<file path="src/hw/rtl/pli_pkg.sv">
// Shared types and constants for the positional list block.
package pli_pkg;

  localparam int LEN_W  = 7;
  localparam int DATA_W = 32;
  localparam int POS_W  = 7;
  localparam int OP_W   = 2;
  localparam int STAT_W = 2;

  typedef enum logic [OP_W-1:0] {
    OP_INSERT = 2'd0,
    OP_DELETE = 2'd1,
    OP_READ   = 2'd2
  } op_t;

  localparam logic [STAT_W-1:0] ST_OK     = 2'd0;
  localparam logic [STAT_W-1:0] ST_EMPTY  = 2'd1;
  localparam logic [STAT_W-1:0] ST_BADPOS = 2'd2;
  localparam logic [STAT_W-1:0] ST_FULL   = 2'd3;

  typedef struct packed {
    logic ready_in;
    logic load_req;
    logic exec;
    logic stream_step;
  } dp_cmd_t;

  typedef struct packed {
    logic out_free;
    logic is_stream;
    logic stream_last;
  } dp_sts_t;

endpackage

</file>
<file path="src/hw/rtl/pli_ctrl.sv">
// Controller state machine sequencing request intake, execution and read-out.
module pli_ctrl (
  input  logic              clk,
  input  logic              rst,
  input  logic              req_valid,
  input  pli_pkg::dp_sts_t  sts,
  output pli_pkg::dp_cmd_t  cmd
);

  typedef enum logic [2:0] {
    S_IDLE   = 3'b001,
    S_EXEC   = 3'b010,
    S_STREAM = 3'b100
  } state_t;

  state_t state, state_next;

  always_ff @(posedge clk) begin
    if (rst) begin
      state <= S_IDLE;
    end else begin
      state <= state_next;
    end
  end

  always_comb begin
    state_next       = state;
    cmd              = '0;
    unique case (state)
      S_IDLE: begin
        cmd.ready_in = !rst;
        cmd.load_req = req_valid && !rst;
        if (cmd.load_req) begin
          state_next = S_EXEC;
        end
      end
      S_EXEC: begin
        if (sts.is_stream) begin
          state_next = S_STREAM;
        end else if (sts.out_free) begin
          cmd.exec   = 1'b1;
          state_next = S_IDLE;
        end
      end
      S_STREAM: begin
        if (sts.out_free) begin
          cmd.stream_step = 1'b1;
          if (sts.stream_last) begin
            state_next = S_IDLE;
          end
        end
      end
      default: begin
        state_next = S_IDLE;
      end
    endcase
  end

endmodule

</file>
<file path="config.mk">
export PLATFORM = sky130hd
export DESIGN_NAME = pli_ctrl
export DESIGN_NICKNAME = d
export VERILOG_FILES = /design/src/hw/rtl/pli_pkg.sv /design/src/hw/rtl/pli_ctrl.sv
export SDC_FILE = /design/constraint.sdc
export NUM_CORES = 1
export LEC_CHECK = 0
export ABC_AREA = 1
export BUFFER_PORTS_ARGS = -buffer_cell sky130_fd_sc_hd__buf_2
export CAP_MARGIN = 15
export CORE_AREA = 5 5 42 44
export DETAILED_ROUTE_END_ITERATION = 8
export DIE_AREA = 0 0 47 49
export MAX_ROUTING_LAYER = met4
export PLACE_DENSITY_LB_ADDON = 0.15
export SYNTH_ARGS = -nofsm -noshare
export SYNTH_HDL_FRONTEND = slang
export SYNTH_SLANG_ARGS = --single-unit
</file>
<file path="constraint.sdc">
create_clock -name clk -period 1.7 [get_ports clk]
set_input_delay 0.085 -clock clk [delete_from_list [all_inputs] [get_ports clk]]
set_output_delay 0.085 -clock clk [all_outputs]
set_load 0.02 [all_outputs]
</file>
# Word level (Yosys, flattened, before mapping)
# Index checks and enable logic that the tools add are counted.
# Widths: inputs -> output; s select.
# word_totals
output_inout_bits	4
latchBits	0
inputBits	6
ramBits	0
mem_bits_ro	0
reg_bits	3
memories	0
wordCells	22
# classes
shift	0
add_sub_neg	0
div_mod_pow	0
n_eq_ne	7
n_mux	11
bitwise	0
reduce_logical	3
n_mul	0
magnitude_cmp	0
# ops
op	n
$mux 3	5
$pmux 3 s3	1
$ne 2x2->1 const B	3
$mux 1	4
$reduce_and 4->1	1
$eq 3x1->1 const B	1
$eq 3x2->1 const B	1
$eq 3x3->1 const B	1
$ne 3x3->1 const B	1
$mux 2	1
$logic_and 1x1->1	1
$logic_not 1->1	1

# Logic depth before layout (Yosys ltp)
# Gate-level depths: netlist (run 1).
# logic_depth
depth_word	4
depth_mapped	8
ltp_nobuf	8

# Worst setup path before layout (run 1)
# OpenSTA, ideal clock, no wires.
# synth_path
path_type	reg-to-output
startpoint	reg state[2]
endpoint	out cmd[0] (netlist name)
required_time_ns	1.615
n_path_buf	0
setup_slack_ns	0.477
arrival_ns	1.138
stages_incl_launch_ff	3
cell_sequence	dfxtp_1 > inv_1 > nor4_1
# synth_lines
element	line	text
start, declared	pli_ctrl.sv:16	state_t state, state_next;
start signal, assigned	pli_ctrl.sv:22	state <= state_next;
end, declared	pli_ctrl.sv:7	output pli_pkg::dp_cmd_t cmd

==> results.cfg, run 1 <==
[clock_network]
cts_sinks = 3
clk_path_buf_depth = 2
postCtsSetupBuffers = 0
root_buffer = clkbuf_4
htreeDepth = 1
post_cts_resized = 0
cts_hold_buf = 0
clkTransAtPathRegs_ns = 0.04
clk_latency_ns = 0.24
cts_buffers = 3
cts_tree = done

[run_status]
status = finished clean

[layout]
largest_reg_flops = 3
area_delta_synth_final_pct = 41.5
top_regs = state: 3 flops
final_cells = 65
multi_input_area_sq_um = 138
nNetsFinal = 56
final_cell_mix = nand2_1, buf_2, nor2_1, inv_1
register_area_sq_um = 60.1
top_register = state
fillCellCount = 172
insertedDiodeCount = 0
drive_above_1_share_pct = 34.7

[detailed_routing]
drtIter0Drc = 8
avgViaCountPerCell = 4.03
num_vias = 262
drc = 0
drtPass1Iterations = 4
drt_wl_total_um = 564
ant_nets = 0
wl_per_cell_um = 8.68

[synth]
synth_top_family_by_area = simple AND/OR/NAND/NOR gates
yosys.area_share.simple_pct = 58.5
syn_nets = 42
synth_compound_area_share_pct = 3.98
yosysSeqAreaShare_pct = 27.3
avgSynthCellArea_sq_um = 6.12
synth_area_sq_um = 220
muxShareOfSynthArea_pct = 0
synth_cell_types = 12
synthAdderAreaFrac_pct = 0
yosys.area_share.xor_xnor_pct = 0
yosysWarnings = 0
synth-seq-cells = 3
syn_inst = 36

[timing]
finalMaxSlewViolations = 0
setup_viol_count_final = 0
grt_setup_unrepaired = false
slew_headroom_pct = 85.7
fin_setup_tns_ns = 0
fmaxAchievable_mhz = 758
hold_violations = 0
post-route-period-util_pct = 77.6
worstMarginPinSlew_ns = 0.213
setup_slack_ns = 0.381
period_needed_ns = 1.32
fin_skew_ns = 0.00209

[floorplanning]
ios = 10
num_rows = 14
core_sq_um = 1400
initial_core_util_pct = 15.7
dieArea_sq_um = 2300
die_y_um = 49
die_w_um = 47

[place]
placement.setup.worst_slack_ns = 0.644
routabilityCongestion = 0.699
dp.cells = 61
io_buffers = 9
dpl.hpwl_um = 459

[setup_path]
critPathArrivalTime_ns = 1.23
cpPeakStageDelay_ns = 0.37
worstReg2RegStart = state[0]
startpoint_type = flip-flop
critPathMaxFanout = 4
reg2regPathDepth = 7
critPathKind = flip-flop to primary output
required_ns = 1.62
ff2ff_setup_slack_ns = 0.65
crit_family = flip-flops
reg2reg_to = state[2]
path_cells = inv_1 -> nor3_1 -> nor3b_1 -> buf_2
critPathBufInv = 2
crit_slowest_cell = dfxtp_1
cp-end-kind = primary output

[pwr]
p_leak_uw = 0.000164
internal_power_uw = 223
p_switching_uw = 148
pwr-share-comb_pct = 35.8
power_frac_seq_pct = 29.4
p_sw_share_pct = 39.8
power_frac_clock_pct = 34.8
power_density_nw_per_um2 = 1190
ir_worst_vdd_uv = 233

[global_routing]
grt_pass1_vias = 225
overflow = 0
grt_usage_pct = 6.42
antenna_found_initial = 0
grt_max_degree = 7
grt_pass1_wl_um = 938

[min_path]
hold_depth = 2
hp-class = primary input to flip-flop
min_to = state[1]
hold_start = rst

[run]
maxCapViolCount = 0
worst max-delay path by stage:
| stage | start | endpoint | slack, ns | cells after the start |
|---|---|---|---|---|
| floorplan | state[2] | cmd[0] | 0.48 | 2 |
| global placement | state[0] | state[2] | 0.61 | 7 |
| detailed placement | state[1] | cmd[1] | 0.64 | 4 |
| CTS | state[1] | cmd[1] | 0.37 | 4 |
| global route | state[1] | cmd[1] | 0.23 | 4 |
| finish | state[1] | cmd[1] | 0.38 | 4 |
worst register-to-register path, stage by stage, from the launching register on:
cell,delay [ns]
dfxtp_1,0.42
nor2_1,0.10
nand3_2,0.08
nand2_1,0.06
nor2_2,0.13
nand2_1,0.06
nand2_1,0.06
nor2_1,0.03
power by group through the flow:
stage	clock network, uW	logic (uW)	registers [uW]
5_1_grt	148	149	112
2_1_floorplan	0	103	105
3_5_place_dp	0	135	110
4_1_cts	133	135	109
6_report	129	133	109
3_3_place_gp	0	138	110
cell families (layout without fill, tap and decap cells):
group	Yosys count	in the layout
and+or+nand+nor	26	26
buffers and inverters	6	19
DFF	3	3
AOI/OAI and AO/OA	1	1
cell usage after synthesis:
library cell	n	area share [%]
dfxtp_1	3	27
nand3b_1	1	3.4
nor2_2	2	5.7
nand2_1	9	15
nand3_2	2	9.1
nor2_1	7	12
nor3_1	1	2.3
nand3_1	2	4.5
a21oi_2	1	4.0
nor3b_1	1	3.4
nor4_1	1	2.8
inv_1	6	10
metal layers:
layer  up-vias  GRT usage, %  share of wire (%)
met5         -             -                  0
met4         0          8.29                5.0
met3         3          2.21                8.2
met1       112          7.24                 42
met2         9          7.24                 44
li1        138             -                  -
per-stage QoR:
| stage | hold slack, ns | cell area (sq um) | util [%] | total power [uW] |
|---|---|---|---|---|
| detailed placement | 0.289 | 285 | 20.4 | 244 |
| finish | 0.0409 | 312 | 22.2 | 371 |
| floorplan | 0.147 | 220 | - | 208 |
| global placement | 0.292 | 285 | 20.4 | 248 |
| CTS | 0.0409 | 312 | 22.2 | 377 |
| global route | 0.0436 | 312 | 22.2 | 409 |
cell type report:
class / count / share of cell area, %
multi-input cells: 27 / 44.2
repair buffers: 9 / 14.5
inverters: 6 / 7.23
well taps: 16 / 6.43
clock buffers: 4 / 8.43
flip-flops and latches: 3 / 19.3
No activity file was read; power rests on OpenSTA's default activity.
==> run 2, diff against run 1 <==
==> constraint.sdc (replaced) <==
create_clock -name clk -period 1.1 [get_ports clk]
set_input_delay 0.055 -clock clk [delete_from_list [all_inputs] [get_ports clk]]
set_output_delay 0.055 -clock clk [all_outputs]
set_load 0.02 [all_outputs]
==> run 2 against run 1 <==
The flow now finishes with violations (negative setup slack). Critical path depth shrank 1. Sequential cell count unchanged. Largest cell class unchanged. Register-to-register slack worse by 0.59 ns. Die area unchanged. Combinational power up 99%. Critical path type unchanged. Power grew 77%. Critical endpoint unchanged.
==> results.cfg, run 2 (synthesis results as in run 1) <==
[layout]
final_common_cell = nand2_1
top_register = state
final_cell_mix = nand2_1, nor2_1, buf_2, buf_4, inv_1
nNetsFinal = 60
area_delta_synth_final_pct = 78.4
final_cells = 69
drive_above_1_share_pct = 54.7
final_util_pct = 28.0
insertedDiodeCount = 0
largest_reg_flops = 3
top_regs = state: 3 flops

[setup_path]
critPathBufInv = 1
cp.depth = 3
startpoint_type = flip-flop
ff2ff_setup_slack_ns = 0.06
reg2reg_to = state[2]
critPathArrivalTime_ns = 1.10
cpPeakStageDelay_ns = 0.36
crit_end = cmd[1]
critPathMaxFanout = 5
path_cells = nor3_4 -> nor3b_2 -> buf_4
crit_slowest_cell = dfxtp_4
reg2regPathDepth = 7
startpoint = state[2]
worstReg2RegStart = state[2]
critPathKind = flip-flop to primary output
crit_family = flip-flops
cp-end-kind = primary output
required_ns = 1.04

[pwr]
power_density_nw_per_um2 = 1670
p_leak_uw = 0.000189
ir_worst_vdd_uv = 623

[detailed_routing]
drc = 0
wl_per_cell_um = 9.33
num_vias = 279
drtPass1Iterations = 2
drtIter0Drc = 1
drt_wl_total_um = 644
avgViaCountPerCell = 4.04
ant_nets = 0

[run_status]
failed_checks = negative setup slack
status = finished, violations left

[global_routing]
grt_pass1_vias = 267
antenna_found_initial = 0
grt_max_degree = 6
grt_usage_pct = 7.36
grt_pass1_wl_um = 1120
overflow = 0

[clock_network]
cts_sinks = 3
clkTransAtPathRegs_ns = 0.04
cts_buffers = 3
htreeDepth = 1
root_buffer = clkbuf_4
clk_latency_ns = 0.24
clk_path_buf_depth = 2
cts_tree = done

[place]
placement.setup.worst_slack_ns = 0.00978
dp.cells = 63
routabilityCongestion = 0.689
dpl.hpwl_um = 497
io_buffers = 9

[timing]
finalMaxSlewViolations = 0
fin_setup_tns_ns = -0.162
post-route-period-util_pct = 105
fin_skew_ns = 0.00421
period_needed_ns = 1.15
whs_ns = 0.112
grt_setup_unrepaired = true
hold_violations = 0
worstMarginPinSlew_ns = 0.191
setup_slack_ns = -0.0529
slew_headroom_pct = 87.1
setup_viol_count_final = 4
fmaxAchievable_mhz = 867

[floorplanning]
die_y_um = 49
ios = 10
num_rows = 14
initial_core_util_pct = 15.7
die_w_um = 47
dieArea_sq_um = 2300
core_sq_um = 1400

[run]
maxCapViolCount = 0

[min_path]
hold_start = rst
hp-class = primary input to flip-flop
==> run 2: routing by layer <==
metal / track usage [%] / share of wire (%) / up-vias
met4: 2.76 / 0.78 / 0
met2: 7.69 / 40 / 12
met3: 6.64 / 14 / 2
met5: - / 0 / -
li1: - / - / 149
met1: 9.67 / 45 / 116
==> run 2: timing repair <==
item / 4_1_cts / 5_1_grt
gates resized for setup: 11 / 4
setup endpoints to repair: 4 / 5
endpoints found under the hold margin: 1 / 0
buffers inserted: 1 / 0
hold buffers: 1 / 0
pin swaps: 0 / 3
==> run 2: layout make-up <==
type	count	area, sq um
tap	16	20.0
sequential	3	71.3
timing repair buffer	13	85.1
fill	172	1010
inverter	6	25.0
clock buffer	4	26.3
multi-input combinational	27	165
==> run 2: stage by stage <==
step	cell area [sq um]	power, uW
final	393	657
after floorplan	231	327
after CTS	379	658
after global routing	393	729
after global placement	312	407
after detailed placement	312	403
==> run 2: power by group <==
group	internal, uW	switching [uW]
sequential	145	47.4
combinational	113	152
clock	136	63.7
total	394	264
==> run 2: tightest hold or removal path, cell delays in order <==
cell	delay (ns)
buf_2	0.09
inv_1	0.06
nand2_1	0.06
nor2_1	0.03
==> run 2: worst min path at each step <==
| stage | endpoint | slack (ns) | depth (start not counted) |
|---|---|---|---|
| 4_1_cts | state[2] | 0.11 | 4 |
| 3_5_place_dp | state[1] | 0.26 | 2 |
| 2_1_floorplan | state[1] | 0.12 | 1 |
| 5_1_grt | state[2] | 0.13 | 4 |
| 6_report | state[2] | 0.11 | 4 |
| 3_3_place_gp | state[1] | 0.26 | 2 |
==> run 3, diff against run 2 <==
==> constraint.sdc (replaced) <==
create_clock -name clk -period 1.2 [get_ports clk]
set_input_delay 0.06 -clock clk [delete_from_list [all_inputs] [get_ports clk]]
set_output_delay 0.06 -clock clk [all_outputs]
set_load 0.05 [all_outputs]
==> run 3 against run 2 <==
Critical path type unchanged. Critical path depth unchanged. Critical endpoint unchanged. Sequential cell count unchanged. Non-clock buffer count up 1. Largest power group unchanged. Sequential power down 9.9%. Sequential share of layout area down 2.1 points. Worst hold slack better by 0.0099 ns. Via count up 1.1%. Power up 6.8%. The run still ends with negative setup slack left. Register-to-register slack better by 0.07 ns.
==> results.cfg, run 3 (synthesis results as in run 1) <==
[clock_network]
htreeDepth = 1
clk_latency_ns = 0.23
clk_path_buf_depth = 2
cts_buffers = 3
clkTransAtPathRegs_ns = 0.04
root_buffer = clkbuf_4
cts_sinks = 3
cts_tree = done

[global_routing]
grt_max_degree = 7
grt_pass1_vias = 286
busiest_layer = met2
use_met3_pct = 1.11
antenna_found_initial = 0
grt_pass1_wl_um = 1100
use_met2_pct = 9.95
use_met1_pct = 8.10
overflow = 0
grt_usage_pct = 7.14

[floorplanning]
num_rows = 14
die_y_um = 49
initial_core_util_pct = 15.7
dieArea_sq_um = 2300
ios = 10
die_w_um = 47
core_sq_um = 1400

[layout]
nNetsFinal = 61
largest_reg_flops = 3
fillCellCount = 172
drive_above_1_share_pct = 59.3
final_cell_mix = nand2_1, buf_6, inv_1, nor2_2, buf_2
top_register = state
final_common_cell = nand2_1
insertedDiodeCount = 0
register_area_sq_um = 71.3
multi_input_area_sq_um = 185
area_delta_synth_final_pct = 101
final_util_pct = 31.6
top_regs = state: 3 flops

[min_path]
hold_depth = 4
hp-class = primary input to flip-flop

[timing]
post-route-period-util_pct = 102
slew_headroom_pct = 86.5
worstMarginPinSlew_ns = 0.201
hold_violations = 0
setup_viol_count_final = 3
fin_skew_ns = 0.00430
fin_setup_tns_ns = -0.0458
grt_setup_unrepaired = true
fmaxAchievable_mhz = 820
period_needed_ns = 1.22
finalMaxSlewViolations = 0
whs_ns = 0.122
setup_slack_ns = -0.0200

[setup_path]
critPathArrivalTime_ns = 1.16
path_cells = nor3_4 -> nor3b_4 -> buf_6
startpoint_type = flip-flop
crit_family = simple AND/OR/NAND/NOR gates
crit_slowest_cell = dfxtp_4
critPathKind = flip-flop to primary output
cpPeakStageDelay_ns = 0.35
cp-end-kind = primary output
cp.depth = 3
ff2ff_setup_slack_ns = 0.13
critPathBufInv = 1
reg2regPathDepth = 7
required_ns = 1.14
critPathMaxFanout = 4

[detailed_routing]
avgViaCountPerCell = 4.03
drtPass1Iterations = 4
ant_nets = 0
drt_wl_total_um = 663
wl_per_cell_um = 9.47
num_vias = 282
drc = 0
drtIter0Drc = 4

[pwr]
power_frac_seq_pct = 24.6
ir_worst_vdd_uv = 595
p_leak_uw = 0.000203
p_switching_uw = 297
pwr-share-comb_pct = 49.9
internal_power_uw = 405
power_frac_clock_pct = 25.5
power_density_nw_per_um2 = 1590
p_sw_share_pct = 42.3

[place]
io_buffers = 9
routabilityCongestion = 0.650
dpl.hpwl_um = 484
placement.setup.worst_slack_ns = 0.0461

[run]
maxCapViolCount = 0

[run_status]
failed_checks = negative setup slack
status = finished, violations left
==> run 3: timing repair <==
item / in CTS / in global routing
pin swaps: 1 / 2
cloned: 0 / 0
setup endpoints to repair: 4 / 6
resized for setup: 16 / 7
buffers inserted: 2 / 0
endpoints found under the hold margin: 1 / 0
hold buffers: 1 / 0
==> run 3: cell type report <==
class,instances,area share (%)
Inverter,6,5.08
Clock buffer,4,5.93
Multi-Input combinational cell,27,41.8
Tap cell,16,4.52
Sequential cell,3,16.1
Timing Repair Buffer,14,26.6
==> run 3: worst paths after layout <==
| check | startpoint | to |
|---|---|---|
| worst max-delay path | state[0] | cmd[1] |
| worst min-delay path | rst | state[2] |
| worst max register to register | state[0] | state[2] |
| worst min register to register | state[2] | state[2] |
==> run 3: through the flow <==
step | instances | power (uW) | instance area, sq um
5_1_grt | 70 | 760 | 443
4_1_cts | 70 | 690 | 423
6_report | 70 | 702 | 443
2_1_floorplan | 36 | 348 | 246
3_3_place_gp | 63 | 424 | 327
3_5_place_dp | 63 | 421 | 327
==> run 3: per-layer routing <==
metal / vias up / wire length [um]
li1: 148 / -
met1: 123 / 262
met2: 9 / 344
met3: 2 / 49
met4: 0 / 6
met5: - / 0
==> run 3: power by group through the flow <==
stage	logic, uW	registers [uW]	clock network (uW)
3_5_place_dp	265	157	0
5_1_grt	389	179	193
6_report	350	173	179
2_1_floorplan	193	155	0
4_1_cts	340	162	188
3_3_place_gp	268	156	0
==> run 3: worst min-delay path: stages <==
cell     delay [ns]
buf_2          0.10
inv_1          0.06
nand2_1        0.06
nor2_1         0.03
